--- src/hdl/rpib_pkg.sv ---
// Shared types and constants for the RGBA palette index builder.
package rpib_pkg;

    localparam int PALETTE_ENTRIES_DEF = 64;
    localparam int COLOR_W             = 32;
    localparam int COUNT_W             = 7;
    localparam int INDEX_W             = 8;
    localparam logic [INDEX_W-1:0] CODE_NONE = 8'hFF;

    typedef enum logic [1:0] {
        ST_IDLE,
        ST_SCAN,
        ST_EMIT
    } rpib_state_t;

endpackage

--- src/hdl/rgba_palette_index_builder_core.sv ---
// Top level of the RGBA palette index builder: sequencer, search compare and result register.
//
// Pixels enter on the input channel (in_valid / in_stall) with fields new_image, red,
// green, blue and alpha. One result per pixel leaves on the output channel
// (out_valid / out_stall) with index, added, overflow and color_count.
// A transfer happens at a rising edge where valid is high and stall is low.
//
// The block handles one pixel at a time and holds in_stall high from the transfer
// until the result is loaded into the output register. A transparent pixel goes
// straight to the emit state without a search. An opaque pixel reads the palette
// memory one entry per cycle in insertion order and compares each entry in the
// cycle after its read, over all entries of a full palette of 64 if none matches;
// its result is then loaded from the emit state, and the next pixel is taken once
// the block is back in idle. A match ends the scan early.
//
// If the receiver stalls, the result waits in the output register; the next pixel
// is already taken and searched, and its result waits until the register frees.
// Reset empties the palette and the output register; palette memory contents are
// never read before being written, so the memory needs no clearing pass.
module rgba_palette_index_builder_core
    import rpib_pkg::*;
#(
    parameter int PALETTE_ENTRIES = PALETTE_ENTRIES_DEF
)
(
    input  logic               clk,
    input  logic               rst_n,
    input  logic               in_valid,
    output logic               in_stall,
    input  logic               new_image,
    input  logic [7:0]         red,
    input  logic [7:0]         green,
    input  logic [7:0]         blue,
    input  logic [7:0]         alpha,
    output logic               out_valid,
    input  logic               out_stall,
    output logic [INDEX_W-1:0] index,
    output logic               added,
    output logic               overflow,
    output logic [COUNT_W-1:0] color_count
);

    localparam int IDX_W = (PALETTE_ENTRIES > 1) ? $clog2(PALETTE_ENTRIES) : 1;
    localparam logic [COUNT_W-1:0] CAPACITY = COUNT_W'(PALETTE_ENTRIES);

    rpib_state_t        state_reg, state_next;
    logic [COUNT_W-1:0] count_reg, count_next;
    logic [COUNT_W-1:0] ptr_reg, ptr_next;
    logic [IDX_W-1:0]   cmp_pos_reg, cmp_pos_next;
    logic               cmp_valid_reg, cmp_valid_next;
    logic [COLOR_W-1:0] color_reg, color_next;

    logic [INDEX_W-1:0] res_index_reg, res_index_next;
    logic               res_added_reg, res_added_next;
    logic               res_overflow_reg, res_overflow_next;

    logic               out_valid_reg, out_valid_next;
    logic [INDEX_W-1:0] out_index_reg, out_index_next;
    logic               out_added_reg, out_added_next;
    logic               out_overflow_reg, out_overflow_next;
    logic [COUNT_W-1:0] out_count_reg, out_count_next;

    logic               wr_en;
    logic               rd_en;
    logic [COLOR_W-1:0] rd_data;
    logic               hit;

    rpib_palette_ram #(
        .DEPTH  (PALETTE_ENTRIES),
        .ADDR_W (IDX_W)
    ) u_ram (
        .clk     (clk),
        .wr_en   (wr_en),
        .wr_addr (count_reg[IDX_W-1:0]),
        .wr_data (color_reg),
        .rd_en   (rd_en),
        .rd_addr (ptr_reg[IDX_W-1:0]),
        .rd_data (rd_data)
    );

    assign hit = cmp_valid_reg && (rd_data == color_reg);

    always_comb
    begin
        state_next        = state_reg;
        count_next        = count_reg;
        ptr_next          = ptr_reg;
        cmp_pos_next      = cmp_pos_reg;
        cmp_valid_next    = 1'b0;
        color_next        = color_reg;
        res_index_next    = res_index_reg;
        res_added_next    = res_added_reg;
        res_overflow_next = res_overflow_reg;
        out_valid_next    = out_valid_reg && out_stall;
        out_index_next    = out_index_reg;
        out_added_next    = out_added_reg;
        out_overflow_next = out_overflow_reg;
        out_count_next    = out_count_reg;
        wr_en             = 1'b0;
        rd_en             = 1'b0;

        case (state_reg)
            ST_IDLE:
            begin
                if (in_valid)
                begin
                    color_next = {red, green, blue, alpha};
                    ptr_next   = '0;
                    if (new_image)
                    begin
                        count_next = '0;
                    end
                    if (alpha == 8'd0)
                    begin
                        res_index_next    = CODE_NONE;
                        res_added_next    = 1'b0;
                        res_overflow_next = 1'b0;
                        state_next        = ST_EMIT;
                    end
                    else
                    begin
                        state_next = ST_SCAN;
                    end
                end
            end

            ST_SCAN:
            begin
                if (hit)
                begin
                    res_index_next    = INDEX_W'({cmp_pos_reg, 2'b00});
                    res_added_next    = 1'b0;
                    res_overflow_next = 1'b0;
                    state_next        = ST_EMIT;
                end
                else if (ptr_reg < count_reg)
                begin
                    // Issue the next read; its data is compared in the following cycle.
                    rd_en          = 1'b1;
                    cmp_pos_next   = ptr_reg[IDX_W-1:0];
                    cmp_valid_next = 1'b1;
                    ptr_next       = ptr_reg + COUNT_W'(1);
                end
                else if (count_reg >= CAPACITY)
                begin
                    res_index_next    = CODE_NONE;
                    res_added_next    = 1'b0;
                    res_overflow_next = 1'b1;
                    state_next        = ST_EMIT;
                end
                else
                begin
                    wr_en             = 1'b1;
                    count_next        = count_reg + COUNT_W'(1);
                    res_index_next    = INDEX_W'({count_reg[IDX_W-1:0], 2'b00});
                    res_added_next    = 1'b1;
                    res_overflow_next = 1'b0;
                    state_next        = ST_EMIT;
                end
            end

            ST_EMIT:
            begin
                if (!out_valid_reg || !out_stall)
                begin
                    out_valid_next    = 1'b1;
                    out_index_next    = res_index_reg;
                    out_added_next    = res_added_reg;
                    out_overflow_next = res_overflow_reg;
                    out_count_next    = count_reg;
                    state_next        = ST_IDLE;
                end
            end

            default:
            begin
                state_next = ST_IDLE;
            end
        endcase
    end

    always_ff @(posedge clk or negedge rst_n)
    begin
        if (!rst_n)
        begin
            state_reg     <= ST_IDLE;
            count_reg     <= '0;
            ptr_reg       <= '0;
            cmp_valid_reg <= 1'b0;
            out_valid_reg <= 1'b0;
        end
        else
        begin
            state_reg     <= state_next;
            count_reg     <= count_next;
            ptr_reg       <= ptr_next;
            cmp_valid_reg <= cmp_valid_next;
            out_valid_reg <= out_valid_next;
        end
    end

    always_ff @(posedge clk)
    begin
        cmp_pos_reg      <= cmp_pos_next;
        color_reg        <= color_next;
        res_index_reg    <= res_index_next;
        res_added_reg    <= res_added_next;
        res_overflow_reg <= res_overflow_next;
        out_index_reg    <= out_index_next;
        out_added_reg    <= out_added_next;
        out_overflow_reg <= out_overflow_next;
        out_count_reg    <= out_count_next;
    end

    assign in_stall    = (state_reg != ST_IDLE);
    assign out_valid   = out_valid_reg;
    assign index       = out_index_reg;
    assign added       = out_added_reg;
    assign overflow    = out_overflow_reg;
    assign color_count = out_count_reg;

    // A pixel transfer always starts a busy period.
    a_accept_busy: assert property (@(posedge clk) disable iff (!rst_n)
        (in_valid && !in_stall) |=> in_stall)
        else $error("input not stalled after a pixel transfer");

    // The palette never holds more entries than it has room for.
    a_count_cap: assert property (@(posedge clk) disable iff (!rst_n)
        count_reg <= CAPACITY)
        else $error("palette entry count beyond capacity");

    // An appended color sits at the last entry of the palette.
    a_added_offset: assert property (@(posedge clk) disable iff (!rst_n)
        (out_valid && added) |->
            (!overflow && index == INDEX_W'({color_count - COUNT_W'(1), 2'b00})))
        else $error("added entry offset does not match the entry count");

    // Overflow is reported only with a full palette and the no-entry code.
    a_overflow_full: assert property (@(posedge clk) disable iff (!rst_n)
        (out_valid && overflow) |-> (color_count == CAPACITY && index == CODE_NONE))
        else $error("overflow reported without a full palette");

endmodule

--- src/hdl/rpib_palette_ram.sv ---
// Palette storage: one write port and one read port with registered read data.
module rpib_palette_ram
    import rpib_pkg::*;
#(
    parameter int DEPTH  = PALETTE_ENTRIES_DEF,
    parameter int ADDR_W = (DEPTH > 1) ? $clog2(DEPTH) : 1
)
(
    input  logic               clk,
    input  logic               wr_en,
    input  logic [ADDR_W-1:0]  wr_addr,
    input  logic [COLOR_W-1:0] wr_data,
    input  logic               rd_en,
    input  logic [ADDR_W-1:0]  rd_addr,
    output logic [COLOR_W-1:0] rd_data
);

    logic [COLOR_W-1:0] mem [DEPTH];
    logic [COLOR_W-1:0] rd_data_reg;

    always_ff @(posedge clk)
    begin
        if (wr_en)
        begin
            mem[wr_addr] <= wr_data;
        end
        if (rd_en)
        begin
            rd_data_reg <= mem[rd_addr];
        end
    end

    assign rd_data = rd_data_reg;

endmodule
--- config.mk ---
export PLATFORM = sky130hd
export DESIGN_NAME = rgba_palette_index_builder_core
export DESIGN_NICKNAME = d
export VERILOG_FILES = /design/src/hdl/rpib_pkg.sv /design/src/hdl/rgba_palette_index_builder_core.sv /design/src/hdl/rpib_palette_ram.sv
export SDC_FILE = /design/constraint.sdc
export NUM_CORES = 2
export LEC_CHECK = 0
export CAP_MARGIN = 5
export CELL_PAD_IN_SITES_DETAIL_PLACEMENT = 1
export CELL_PAD_IN_SITES_GLOBAL_PLACEMENT = 1
export CORE_MARGIN = 4
export CORE_UTILIZATION = 55
export DETAILED_ROUTE_END_ITERATION = 10
export DONT_BUFFER_PORTS = 1
export GPL_ROUTABILITY_DRIVEN = 0
export PLACE_DENSITY_LB_ADDON = 0.1
export SETUP_SLACK_MARGIN = 0.05
export SLEW_MARGIN = 20
export SYNTH_ARGS = -nofsm -noshare
export SYNTH_HDL_FRONTEND = slang
export SYNTH_SLANG_ARGS = --single-unit
--- constraint.sdc ---
create_clock -name clk -period 6.8 [get_ports clk]
set_input_delay 0 -clock clk [delete_from_list [all_inputs] [get_ports clk]]
set_output_delay 0 -clock clk [all_outputs]
set_load 0.01 [all_outputs]
# Yosys cells after proc, flatten, opt, wreduce, memory -nomap -nowiden
# Memory sizes are Yosys's and may differ from the RTL's. A register that Yosys moved wholly into a read port is not among the register bits.
# Index checks and enable logic that the tools add are counted.
[totals]
ff_bits = 83
ramBits = 2048
input_bits = 37
out_inout_bits = 19
word_cells = 90
n_memories = 1
[memory_table]
columns = ["memory", "depth", "width", "read_ports", "rd_clocked_by_memory_dff", "write_ports", "line_no", "rtl"]
rows = [
  ["u_ram.mem", 64, 32, 1, 1, 1, "rpib_palette_ram.sv:18", "logic [COLOR_W-1:0] mem [DEPTH];"],
]
[classes]
n_addsub = 2
order_cmp = 2
eq_ne = 12
muxes = 42
bitwise_logic = 1
n_reduce_logical = 16
[ops]
columns = ["cell", "n"]
rows = [
  ["two-way mux 7 bit", 8],
  ["two-way mux 8 bit", 5],
  ["== test 32 bit", 1],
  ["case mux 7 bit (2 select lines)", 2],
  ["two-way mux 1 bit", 18],
  ["!= test 2 bit, second input constant", 8],
  ["case mux 8 bit (2 select lines)", 1],
  ["adder 7 x 1 -> 7 bit, second input constant", 2],
  ["two-way mux 2 bit", 5],
  ["zero test 8 bit", 1],
  ["AND reduction 4 bit", 2],
  ["greater-or-equal comparator 7 bit, second input constant", 1],
  ["< comparator 7 bit", 1],
  ["case mux 2 bit (3 select lines)", 1],
  ["AND reduction 3 bit", 2],
  ["AND reduction 6 bit", 1],
  ["case mux 1 bit (2 select lines)", 2],
  ["AND reduction 2 bit", 2],
  ["nonzero test 2 bit", 2],
  ["!= test 3 bit, second input constant", 1],
  ["== test 2 x 1 -> 1 bit, second input constant", 1],
  ["== test 2 bit, second input constant", 1],
  ["logical AND 1 bit", 2],
  ["zero test 1 bit", 2],
  ["other kinds (3)", 3],
]

# Longest topological paths before layout
[logic_depth]
word_depth = 7
depth_mapped = 10
mapped_depth_nobuf = 8

# Cells and area by module
# A second synthesis with hierarchy kept.
[hier_totals]
hier_cells = 3594
area_unflattened_um2 = 82404.0
[by_module_without_submodules]
columns = ["mod", "instances", "cells_each", "area_per_inst_um2", "seq_area_each_um2"]
rows = [
  ["rpib_palette_ram", 1, 3324, 78835.6, 62459.9],
  ["rgba_palette_index_builder_core", 1, 270, 3568.4, 2342.2],
]

# Least setup slack after synthesis
# Ideal clock, no wire load.
[synth_path]
kind = "reg-to-reg"
from = "register count_reg[3]"
to = "memory u_ram.mem[31][0] (enable)"
setup_ns = 0.421
arrival_time_ns = 3.670
required_time_ns = 6.379
path_slack_ns = 2.709
path_stages_with_launch = 9
n_path_buf = 1
synth_period_minus_slack_ns = 4.091
path_cell_list = "dfrtp_1 -> clkbuf_1 -> clkinv_1 -> ha_1 -> nand4_1 -> o311a_1 -> nor3_2 -> nand3_1 -> nor2_1"
[synth_via]
elab_chain_len = 7
word_cells_on_any_way = 8
cone_classes = "order compare (2); mux (6)"
[synth_lines]
columns = ["element", "line_no", "rtl"]
rows = [
  ["from (decl)", "rgba_palette_index_builder_core.sv:47", "logic [COUNT_W-1:0] count_reg, count_next;"],
  ["from (signal assigned)", "rgba_palette_index_builder_core.sv:195", "count_reg <= count_next;"],
  ["greater-or-equal comparator 7 bit", "rgba_palette_index_builder_core.sv:144", "else if (count_reg >= CAPACITY)"],
  ["two-way mux 1 bit", "rgba_palette_index_builder_core.sv:144", ""],
  ["two-way mux 1 bit", "rgba_palette_index_builder_core.sv:136", "else if (ptr_reg < count_reg)"],
  ["two-way mux 1 bit", "rgba_palette_index_builder_core.sv:129", "if (hit)"],
  ["two-way mux 1 bit", "rgba_palette_index_builder_core.sv:102", "case (state_reg)"],
  ["two-way mux 1 bit", "rpib_palette_ram.sv:23", "if (wr_en)"],
  ["two-way mux 1 bit (not written as such)", "rpib_palette_ram.sv:25", "mem[wr_addr] <= wr_data;"],
  ["to (decl)", "rpib_palette_ram.sv:18", ""],
]
# Parallel ways exist; a longest one is shown, timed or not.

# Worst setup path after layout
[layout_path]
from = "register count_reg[3]"
to = "memory u_ram.mem[55][3] (enable)"
# Same word-level chain as after synthesis.

==> impl_metrics.toml <==
[outcome]
status = "finished, final reports clean"

[floorplanning]
start_util_pct = 55.5
die_y_um = 394
row_count = 141
coreArea_mm2 = 0.148
fp.dieW_um = 394
io_pins = 56
die_area_mm2 = 0.155

[logic_synthesis]
syn-num-nets = 3387
synth_edf_count = 2143
netlist_area_mm2 = 0.0821
synth.top_cells.by_count = "2143 x edfxtp_1, 640 x mux4_2, 99 x clkbuf_1"
synth_cells = 3341
synth_top_area_share_pct = 78.4
synth.area.top_cells = "edfxtp_1 78%, mux4_2 18%, a22oi_1 0.59%"
synth.distinct_cells = 48
async_flop_share_pct = 0.833
synthFlopType = "edfxtp_1"
syn_avg_cell_area_um2 = 24.6
synth.most_common_cell = "edfxtp_1"
ys_ff_latch = 2161
seq_area_frac_synth_pct = 79.0
synth_top_cell_by_area = "edfxtp_1"
yosys_warnings = 0

[pwr]
power_frac_seq_pct = 45.6
power_density_mw_per_mm2 = 379
clkPwrFrac_pct = 32.5
p_sw_share_pct = 26.9
p_switching_mw = 9.47
leakagePower_nw = 28.2
combPwrFrac_pct = 21.9
ir_drop_uv = 375
p_int_mw = 25.7

[drt]
vias_per_cell = 6.76
vias = 38500
drt-total-wl_mm = 216
routedWlPerCell_um = 38.0
drc = 0
dr.pass1.iters = 6
antenna_left = 0
drtIter0Drc = 5035

[timing]
drv_slew = 0
max_clock_freq_mhz = 195
worst_pin_slew_ps = 1230
worst_slack_ps = 1670
fin_crit_ps = 5130
hold_ws_ps = 92.5
fin_skew_ps = 29.3
rsz0062_at_grt = "false"
timing.final.crit_share_pct = 75.4
finalSetupTns_ps = 0
finalSetupViolCount = 0
finalHoldViolCount = 0
max_slew_margin_pct = 18.3

[critical_path]
cp_cell_sequence = "clkinv_1 -> ha_1 -> nand4_1 -> o311a_1 -> nor3_2 -> nand3_1 -> nor2_4 -> buf_4"
r2r_slack_ps = 1670
critPathMaxStageDelay_ps = 1040
r2r_end = "u_ram.mem[55][3]$_DFFE_PP_"
crit_type = "reg2reg"
worstReg2RegStart = "count_reg[3]$_DFFE_PN0P_"
startpoint_type = "flip-flop"
reg2reg_depth = 8
path_max_fanout = 20
crit_required_ps = 7290
critPathCaptureType = "flip-flop"
cp_slowest_cell = "nor2_4"
crit_arrival_ps = 5620

[cts]
cts_tree = "built"
clkLatencyLatePin_ps = 840
htreeDepth = 4
clk_pin_slew_worst_paths_ps = 60
ctsResizeCount = 0
hold_buffers = 72
post-cts-setup-buffer-count = 0
cts_sinks = 2161
cts_buffers = 212
clockRootBuffer = "clkbuf_16"
clk_path_buf_depth = 3

[grt]
antenna_found_initial = 12
grt_pass1_vias = 40300
grt_max_degree = 144
grt.total_usage_pct = 28.3
grt_pass1_wl_mm = 308
overflow = 0

[hold_path]
hold_depth = 3
min_from = "out_stall"
holdPathEnd = "state_reg[1]$_DFFE_PN0P_"
worst_hold_path_type = "in2reg"

[cells_and_area]
final_layout_size_suffix_gt1_share_pct = 30.5
fillers = 11500
area_delta_synth_final_pct = 13.1
layout.nets = 3628
seqCellArea_mm2 = 0.0648
utilization_pct = 62.7
multi_input_area_mm2 = 0.0170
largest_reg_flops = 2048

[placed_design]
dp_slack_ps = 1840
hpwl_mm = 114
numPortBuffers = 0

[flow_run]
drv_cap = 0
[per-stage QoR]
step | power (mW) | cell area, um2 | instances
after global placement | 23.9 | 85300 | 5226
after global routing | 36.4 | 92800 | 5690
final | 35.2 | 92800 | 5692
after floorplan | 21.5 | 82100 | 3341
after detailed placement | 24.0 | 85300 | 5226
after CTS | 35.4 | 92800 | 5688
[layout make-up]
type / count / area share (%)
Antenna cell: 4 / 0.0108
Clock buffer: 262 / 6.03
Clock inverter: 128 / 1.23
Inverter: 17 / 0.0687
Multi-Input combinational cell: 993 / 18.3
Sequential cell: 2161 / 69.8
Tap cell: 1930 / 2.60
Timing Repair Buffer: 197 / 1.90
[kinds of logic (layout without fill, tap and decap cells)]
family,after synthesis,after routing,synth area share [%]
other,0,4,0
AOI/OAI and AO/OA,108,108,0.963
muxes,644,644,17.6
DFF,2161,2161,79.0
adders and majority gates,9,9,0.137
xor gates and xnor gates,24,24,0.256
and+or+nand+nor,208,208,1.14
buffers and inverters,187,604,0.944
[cell usage in the layout, fill, tap and decap left out, drive strengths merged, types with 5 or more instances in the layout]
cell            n
edfxtp       2143
dlygate4sd3    70
mux4          640
nand3          12
ha              9
nor2           89
a31oi           5
a21oi           6
a22oi          64
clkbuf        262
buf           127
nand2          55
nand4          14
xnor2          22
nand2b          5
inv            22
clkinvlp        9
o21ai           8
clkinv         96
dfrtp          18
nor2b           9
bufinv         18
and3           10
[layer usage]
layer / part of all wire (%) / up-vias / global-route usage (%)
met3: 8.3 / 336 / 4.95
met1: 40 / 21200 / 41.1
met2: 49 / 2021 / 44.8
li1: - / 15000 / -
met4: 3.1 / 6 / 8.72
met5: 0.018 / - / 0
[power groups by stage]
stage | clock, mW | combinational [mW] | sequential [mW]
after global placement | 0 | 7.56 | 16.3
after detailed placement | 0 | 7.73 | 16.3
after global routing | 12.2 | 8.14 | 16.1
after floorplan | 0 | 5.11 | 16.4
after CTS | 11.6 | 7.80 | 16.0
final | 11.4 | 7.70 | 16.0
[how the worst max path moves through the flow]
stage | start | to | slack [ps]
after floorplan | count_reg[3]$_DFFE_PN0P_ | u_ram.mem[31][0]$_DFFE_PP_ | 2710
after global placement | ptr_reg[3]$_DFFE_PN0P_ | u_ram.mem[61][2]$_DFFE_PP_ | 1930
after detailed placement | color_reg[3]$_DFFE_PP_ | u_ram.mem[61][9]$_DFFE_PP_ | 1840
after CTS | count_reg[3]$_DFFE_PN0P_ | u_ram.mem[55][5]$_DFFE_PP_ | 1790
after global routing | color_reg[3]$_DFFE_PP_ | u_ram.mem[55][5]$_DFFE_PP_ | 1520
final | count_reg[3]$_DFFE_PN0P_ | u_ram.mem[55][3]$_DFFE_PP_ | 1670
[worst max-delay path: cells and delay by family (launching register included)]
| kind | cells | cell delay (ps) |
|---|---|---|
| DFF | 1 | 460 |
| buffers and inverters | 2 | 790 |
| adders and majority gates | 1 | 400 |
| AOI/OAI and AO/OA | 1 | 440 |
| and+or+nand+nor | 4 | 2660 |
Note: power is estimated with default switching activity, not from simulation.
